### src/hw/rtl/durs_pkg.sv
// Types and constants shared by the dual ultrasonic ranging scheduler.
`default_nettype none

package durs_pkg;

  typedef enum logic [2:0] {
    PH_IDLE      = 3'd0,
    PH_TRIG_LOW  = 3'd1,
    PH_TRIG_HIGH = 3'd2,
    PH_ECHO_OFF  = 3'd3,
    PH_ECHO_RISE = 3'd4,
    PH_ECHO_HIGH = 3'd5
  } phase_t;

  typedef enum logic [1:0] {
    REG_INTERVAL = 2'd0,
    REG_TIMEOUT  = 2'd1,
    REG_MAX_DIST = 2'd2
  } cfg_reg_t;

  localparam int unsigned INTERVAL_W = 20;
  localparam int unsigned TIMEOUT_W  = 16;
  localparam int unsigned DIST_W     = 11;
  localparam int unsigned PTICK_W    = 4;
  localparam int unsigned CFG_IDX_W  = 2;

  localparam logic [INTERVAL_W-1:0] INTERVAL_RST = 20'd50000;
  localparam logic [TIMEOUT_W-1:0]  TIMEOUT_RST  = 16'd30000;
  localparam logic [DIST_W-1:0]     MAX_DIST_RST = 11'd400;
  localparam logic [INTERVAL_W-1:0] INTERVAL_MAX = 20'hFFFFF;

  localparam logic [PTICK_W-1:0] LOW_TICKS  = 4'd2;
  localparam logic [PTICK_W-1:0] HIGH_TICKS = 4'd10;

  // duration * 10 / 582 == (duration * 5 * ceil(2^28 / 291)) >> 28 for 16-bit durations
  localparam int unsigned        RECIP_W     = 23;
  localparam int unsigned        RECIP_SHIFT = 28;
  localparam logic [RECIP_W-1:0] RECIP_MUL   = 23'd4612295;

endpackage

`default_nettype wire

### src/hw/rtl/durs_range_conv.sv
// Echo duration to distance conversion with range check.
`default_nettype none

module durs_range_conv
  import durs_pkg::*;
(
  input  wire logic [TIMEOUT_W-1:0] duration,
  input  wire logic [DIST_W-1:0]    max_distance_cm,
  output logic      [DIST_W-1:0]    distance_cm
);

  localparam int unsigned PROD_W = TIMEOUT_W + RECIP_W;

  logic [PROD_W-1:0] prod;
  logic [DIST_W-1:0] quot;

  assign prod = PROD_W'(duration) * PROD_W'(RECIP_MUL);
  assign quot = prod[RECIP_SHIFT +: DIST_W];

  always_comb begin
    if ((quot == '0) || (quot > max_distance_cm)) begin
      distance_cm = '0;
    end else begin
      distance_cm = quot;
    end
  end

endmodule

`default_nettype wire

### src/hw/rtl/dual_ultrasonic_ranging_scheduler.sv
// Top level of the dual ultrasonic ranging scheduler.
// Usage:
//   Present one input transfer per microsecond tick carrying both echo pin levels
//   (in_echo_left, in_echo_right). Each input transfer produces exactly one output
//   transfer: trigger drive levels for both sensors and, on the tick a measurement
//   ends, sample_valid with the sensor and distance in centimeters.
//   Sensors are measured in turn, left first; each measurement starts interval_us
//   ticks after the previous start, or right after the previous end if it overran.
//   out_valid rises once the transfer has passed the input register and then the
//   result register; one transfer is accepted every cycle while out_stall is low,
//   the state update and the constant-reciprocal distance multiply both fit in the
//   single pass.
//   Configuration is written through cfg_we/cfg_index/cfg_wdata while no transfer
//   is in flight; indexes 0..2 select interval_us, timeout_us, max_distance_cm.
//   Reset loads 50000, 30000 and 400 into those registers, empties both pipeline
//   registers and returns to idle with the left sensor next.
//   When out_stall is high the result register holds its transfer; in_stall rises
//   only once the input register is also full, so no transfer is lost.
`default_nettype none

module dual_ultrasonic_ranging_scheduler
  import durs_pkg::*;
(
  input  wire logic                  clk,
  input  wire logic                  rst_n,
  input  wire logic                  cfg_we,
  input  wire logic [CFG_IDX_W-1:0]  cfg_index,
  input  wire logic [INTERVAL_W-1:0] cfg_wdata,
  input  wire logic                  in_valid,
  output logic                       in_stall,
  input  wire logic                  in_echo_left,
  input  wire logic                  in_echo_right,
  output logic                       out_valid,
  input  wire logic                  out_stall,
  output logic                       out_trig_left,
  output logic                       out_trig_right,
  output logic                       out_sample_valid,
  output logic                       out_sample_sensor,
  output logic [DIST_W-1:0]          out_distance_cm
);

  logic [INTERVAL_W-1:0] interval_us_r;
  logic [TIMEOUT_W-1:0]  timeout_us_r;
  logic [DIST_W-1:0]     max_dist_r;

  logic                  in_valid_r;
  logic                  echo_left_r;
  logic                  echo_right_r;

  phase_t                phase_r, phase_nxt;
  logic [PTICK_W-1:0]    phase_ticks_r, phase_ticks_nxt;
  logic [TIMEOUT_W-1:0]  wait_ticks_r, wait_ticks_nxt;
  logic [TIMEOUT_W-1:0]  pulse_ticks_r, pulse_ticks_nxt;
  logic [INTERVAL_W-1:0] interval_ticks_r, interval_ticks_nxt;
  logic                  sensor_turn_r, sensor_turn_nxt;

  logic                  out_valid_r;
  logic                  trig_left_r, trig_left_nxt;
  logic                  trig_right_r, trig_right_nxt;
  logic                  sample_valid_r, sample_valid_nxt;
  logic                  sample_sensor_r, sample_sensor_nxt;
  logic [DIST_W-1:0]     distance_r, distance_nxt;

  logic                  out_ready;
  logic                  adv;
  logic                  echo;
  logic                  trig;
  logic                  done;
  logic                  pulse_end;
  phase_t                ph;
  logic [TIMEOUT_W-1:0]  wait_inc;
  logic [DIST_W-1:0]     conv_dist;

  assign out_ready = !out_valid_r || !out_stall;
  assign adv       = in_valid_r && out_ready;
  assign in_stall  = in_valid_r && !out_ready;
  assign echo      = sensor_turn_r ? echo_right_r : echo_left_r;

  always_ff @(posedge clk) begin
    if (!rst_n) begin
      interval_us_r <= INTERVAL_RST;
      timeout_us_r  <= TIMEOUT_RST;
      max_dist_r    <= MAX_DIST_RST;
    end else if (cfg_we) begin
      case (cfg_index)
        REG_INTERVAL: interval_us_r <= cfg_wdata;
        REG_TIMEOUT:  timeout_us_r  <= cfg_wdata[TIMEOUT_W-1:0];
        REG_MAX_DIST: max_dist_r    <= cfg_wdata[DIST_W-1:0];
        default: ;
      endcase
    end
  end

  always_ff @(posedge clk) begin
    if (!rst_n) begin
      in_valid_r <= 1'b0;
    end else if (!in_stall) begin
      in_valid_r <= in_valid;
    end
  end

  always_ff @(posedge clk) begin
    if (in_valid && !in_stall) begin
      echo_left_r  <= in_echo_left;
      echo_right_r <= in_echo_right;
    end
  end

  always_ff @(posedge clk) begin
    if (!rst_n) begin
      phase_r          <= PH_IDLE;
      phase_ticks_r    <= '0;
      wait_ticks_r     <= '0;
      pulse_ticks_r    <= '0;
      interval_ticks_r <= '0;
      sensor_turn_r    <= 1'b0;
    end else begin
      phase_r          <= phase_nxt;
      phase_ticks_r    <= phase_ticks_nxt;
      wait_ticks_r     <= wait_ticks_nxt;
      pulse_ticks_r    <= pulse_ticks_nxt;
      interval_ticks_r <= interval_ticks_nxt;
      sensor_turn_r    <= sensor_turn_nxt;
    end
  end

  durs_range_conv u_conv (
    .duration        (pulse_ticks_r),
    .max_distance_cm (max_dist_r),
    .distance_cm     (conv_dist)
  );

  always_comb begin
    phase_nxt          = phase_r;
    phase_ticks_nxt    = phase_ticks_r;
    wait_ticks_nxt     = wait_ticks_r;
    pulse_ticks_nxt    = pulse_ticks_r;
    interval_ticks_nxt = interval_ticks_r;
    sensor_turn_nxt    = sensor_turn_r;
    trig               = 1'b0;
    done               = 1'b0;
    pulse_end          = 1'b0;
    ph                 = phase_r;
    wait_inc           = wait_ticks_r + TIMEOUT_W'(1);

    if (adv) begin
      if (interval_ticks_r != INTERVAL_MAX) begin
        interval_ticks_nxt = interval_ticks_r + INTERVAL_W'(1);
      end
      if ((ph == PH_IDLE) && (interval_ticks_nxt >= interval_us_r)) begin
        interval_ticks_nxt = '0;
        ph                 = PH_TRIG_LOW;
        phase_ticks_nxt    = '0;
      end

      case (ph)
        PH_IDLE: begin
        end
        PH_TRIG_LOW: begin
          phase_ticks_nxt = phase_ticks_nxt + PTICK_W'(1);
          if (phase_ticks_nxt >= LOW_TICKS) begin
            ph              = PH_TRIG_HIGH;
            phase_ticks_nxt = '0;
          end
        end
        PH_TRIG_HIGH: begin
          trig            = 1'b1;
          phase_ticks_nxt = phase_ticks_r + PTICK_W'(1);
          if (phase_ticks_nxt >= HIGH_TICKS) begin
            ph              = PH_ECHO_OFF;
            phase_ticks_nxt = '0;
            wait_ticks_nxt  = '0;
            pulse_ticks_nxt = '0;
          end
        end
        PH_ECHO_OFF, PH_ECHO_RISE, PH_ECHO_HIGH: begin
          if ((ph == PH_ECHO_OFF) && !echo) begin
            ph = PH_ECHO_RISE;
          end
          if ((ph == PH_ECHO_RISE) && echo) begin
            ph              = PH_ECHO_HIGH;
            pulse_ticks_nxt = '0;
          end else if ((ph == PH_ECHO_HIGH) && !echo) begin
            done      = 1'b1;
            pulse_end = 1'b1;
          end
          if ((ph == PH_ECHO_HIGH) && echo) begin
            pulse_ticks_nxt = pulse_ticks_nxt + TIMEOUT_W'(1);
          end
          if (!done) begin
            wait_ticks_nxt = wait_inc;
            if (wait_inc >= timeout_us_r) begin
              done = 1'b1;
            end
          end
        end
        default: begin
          ph = PH_IDLE;
        end
      endcase

      phase_nxt = ph;
      if (done) begin
        sensor_turn_nxt = !sensor_turn_r;
        phase_nxt       = PH_IDLE;
        phase_ticks_nxt = '0;
      end
    end

    trig_left_nxt     = trig && !sensor_turn_r;
    trig_right_nxt    = trig && sensor_turn_r;
    sample_valid_nxt  = done;
    sample_sensor_nxt = done && sensor_turn_r;
    distance_nxt      = pulse_end ? conv_dist : '0;
  end

  always_ff @(posedge clk) begin
    if (!rst_n) begin
      out_valid_r <= 1'b0;
    end else if (out_ready) begin
      out_valid_r <= in_valid_r;
    end
  end

  always_ff @(posedge clk) begin
    if (adv) begin
      trig_left_r     <= trig_left_nxt;
      trig_right_r    <= trig_right_nxt;
      sample_valid_r  <= sample_valid_nxt;
      sample_sensor_r <= sample_sensor_nxt;
      distance_r      <= distance_nxt;
    end
  end

  assign out_valid         = out_valid_r;
  assign out_trig_left     = trig_left_r;
  assign out_trig_right    = trig_right_r;
  assign out_sample_valid  = sample_valid_r;
  assign out_sample_sensor = sample_sensor_r;
  assign out_distance_cm   = distance_r;

  a_ptick_bound: assert property (@(posedge clk) disable iff (!rst_n)
    (phase_r == PH_TRIG_HIGH) |-> (phase_ticks_r < HIGH_TICKS))
    else $error("trigger-high count past its end");

  a_done_to_idle: assert property (@(posedge clk) disable iff (!rst_n)
    (adv && done) |=> ((phase_r == PH_IDLE) && (sensor_turn_r != $past(sensor_turn_r))))
    else $error("finished measurement did not return to idle and swap sensor");

  a_dist_range: assert property (@(posedge clk) disable iff (!rst_n)
    (out_valid_r && sample_valid_r) |-> (distance_r <= max_dist_r))
    else $error("reported distance above maximum");

  a_single_trig: assert property (@(posedge clk) disable iff (!rst_n)
    out_valid_r |-> !(trig_left_r && trig_right_r))
    else $error("both triggers driven");

  a_stall_full: assert property (@(posedge clk) disable iff (!rst_n)
    in_stall |-> (in_valid_r && out_valid_r))
    else $error("input stalled with room in the pipeline");

endmodule

`default_nettype wire

### config.mk
export PLATFORM = sky130hd
export DESIGN_NAME = dual_ultrasonic_ranging_scheduler
export DESIGN_NICKNAME = d
export VERILOG_FILES = /design/src/hw/rtl/durs_pkg.sv /design/src/hw/rtl/durs_range_conv.sv /design/src/hw/rtl/dual_ultrasonic_ranging_scheduler.sv
export SDC_FILE = /design/constraint.sdc
export NUM_CORES = 1
export LEC_CHECK = 0
export BUFFER_PORTS_ARGS = -buffer_cell sky130_fd_sc_hd__buf_4
export CAP_MARGIN = 20
export CELL_PAD_IN_SITES_DETAIL_PLACEMENT = 0
export CELL_PAD_IN_SITES_GLOBAL_PLACEMENT = 2
export CORE_MARGIN = 3
export CORE_UTILIZATION = 40
export DETAILED_ROUTE_END_ITERATION = 6
export PLACE_DENSITY_LB_ADDON = 0.1
export SYNTH_ARGS = -nofsm -noshare
export SYNTH_HDL_FRONTEND = slang
export SYNTH_HIERARCHICAL = 1
export SYNTH_SLANG_ARGS = --single-unit
### constraint.sdc
create_clock -name clk -period 7.9 [get_ports clk]
set_clock_uncertainty 0.05 [all_clocks]
set_input_delay 1.58 -clock clk [delete_from_list [all_inputs] [get_ports clk]]
set_output_delay 1.58 -clock clk [all_outputs]
set_load 0.01 [all_outputs]
==> metrics.txt <==
Slew HR 0.422; fillers 3,136; CP top delay family adder cells; Req. time, crit path 8.04 ns; die height 184 um; vias after detailed routing 10,300; Syn Nets 1,835; Synth Register Bits 126; worst-margin pin slew 0.867 ns; post_cts resized 0; commonest non-fill, non-tap cell in the layout ha_1; final hold slack 0.405 ns; Setup TNS 0 ns; H-tree lvl count 4; Post-synth EDFFs 17; DRC 0; Overall Global Routing Usage 0.211; Most Frequent Cell on Critical Path inv_1; Final setup viols 0; max cap viols 0; status finished, final reports clean; Fin. Hold Viols 0; Layout Cells excl Fill 1,946; slowest CP cell dfxtp_1; Worst Setup Start Kind flop; Total Power 1.51 mW; ys async rst share 0; antenna violations before repair 0; Initial Util 0.411; first-pass GRT wire length 56,700 um; max-slew violation count 0; post-route setup slack 0.472 ns; TritonCTS Buffers 17; Synth Instances 1,508; worst path bufs/invs 6; IO Count 46; layout net count 1,864; Tmin final 7.43 ns; Synth cell types 81; largest stage delay on the critical path 0.61 ns; static leakage 6.76 nW; Pre-antenna DRT Iters 5; worst-path maximum fanout 12; Multi-input gate area 9100 um2; FP Rows 64; clk sinks 126; Overflow after GRT 0; CTS clk-pin slew, worst paths 0.06 ns; CTS Hold Buffers Added 0; worst hold path type flop to flop; chip width 184 um; CP Capture Type flop; post-route clock period utilization 0.940; I/O Buffers 45; CTS tree done; yosys warns 6; Top FF cell, synth dfxtp_1; gpl congestion 0.875; vias in the first global route 10,400; post-DP HPWL 27,900 um; vias per cell 5.30; largest net degree at the start of global routing 59; Crit Path Class flop to flop; Routed Wire Length 34,900 um; RSZ-0062 raised after global routing no; worst slack, placed 0.509 ns; placed cell count 1,914; die area 34,000 um2; register area 2690 um2; syn avg cell area 8.44 um2; sequential cell area fraction in the yosys report 0.211; Clk Latency, worst-skew pair 0.42 ns; Final ANT Viol Nets 0; synth-to-layout area growth 10.3%; PwrDens 108 nW/um2; setup bufs post-CTS 0; WL/cell 17.9 um; CTS max path bufs 2; DRT iter0 DRCs 472; Core Footprint 31,000 um2; clk root buf clkbuf_16; maximum vdd drop 151 uV; Fmax 135 MHz; critical path data arrival time 7.56 ns; share of layout cells above drive strength 1 0.0845; most frequent cells in the layout 213 x ha_1, 201 x inv_1, 190 x nand2_1; diode count 0; Mapped Area 12,700 um2
-- kinds of logic after synthesis --
group | Yosys count | synth area share
buffers and inverters | 250 | 0.0743
AOI/OAI and AO/OA | 290 | 0.140
xor gates and xnor gates | 43 | 0.0296
DFF | 126 | 0.211
adders and majority gates | 298 | 0.343
muxes | 12 | 0.0105
and+or+nand+nor | 489 | 0.191
-- layer usage --
layer	wire length, um	global-route usage
met1	16300	0.282
met2	17200	0.365
met3	731	0.0217
met4	688	0.0568
met5	0	0
-- flip-flops by register name (all words and copies together) (netlist names) --
name	flops
echo_right_r	1
max_dist_r	11
out_valid	1
sensor_turn_r	1
out_trig_right	1
out_sample_valid	1
out_trig_left	1
wait_ticks_r	16
phase_ticks_r	4
echo_left_r	1
in_valid_r	1
interval_us_r	20
pulse_ticks_r	16
out_sample_sensor	1
timeout_us_r	16
interval_ticks_r	20
phase_r	3
out_distance_cm	11
-- power by group --
part	internal, mW	switching (mW)
combinational	0.0334	0.0578
sequential	0.664	0.00723
clock	0.446	0.303
total	1.14	0.368
-- tightest hold or removal path: cells and delay by family (launching register included) --
kind,cells,cell delay [ns]
flip-flops,1,0.31
AND/OR/NAND/NOR,1,0.05
AO/OA/AOI/OAI,1,0.05
-- synthesized netlist by cell type, drive strengths merged, types with 17 or more instances --
cell    number  area share
nor2        91       0.027
fa          85        0.13
and2        29       0.014
xnor2       27       0.019
clkbuf      41       0.012
nand3       50       0.021
inv        202       0.060
o211ai      17       0.010
o21ai       61       0.024
dfxtp      109        0.17
nand2      190       0.056
a21oi      121       0.048
nand4       30       0.016
edfxtp      17       0.040
ha         213        0.21
-- path summary, 6_finish.rpt --
kind,from,slack [ns],cells past startpoint,end
hold / removal,max_dist_r[1],0.40,2,max_dist_r[1]
setup reg to reg,pulse_ticks_r[8],0.47,28,out_distance_cm[6]
hold reg to reg,max_dist_r[1],0.40,2,max_dist_r[1]
setup / recovery,pulse_ticks_r[8],0.47,28,out_distance_cm[6]
-- per-stage QoR --
step | area (um2) | util
after detailed placement | 13500 | 0.435
after global placement | 13500 | 0.435
after global routing | 14000 | 0.453
final | 14000 | 0.453
after CTS | 14000 | 0.453
after floorplan | 12700 | -
-- layout make-up --
type | count | share of cell area
Inverter | 202 | 0.0540
Clock buffer | 23 | 0.0358
Tap cell | 396 | 0.0353
Timing Repair Buffer | 58 | 0.0310
Clock inverter | 9 | 0.00419
Sequential cell | 126 | 0.192
Multi-Input combinational cell | 1132 | 0.648
Note: power is estimated with default switching activity, not from simulation.
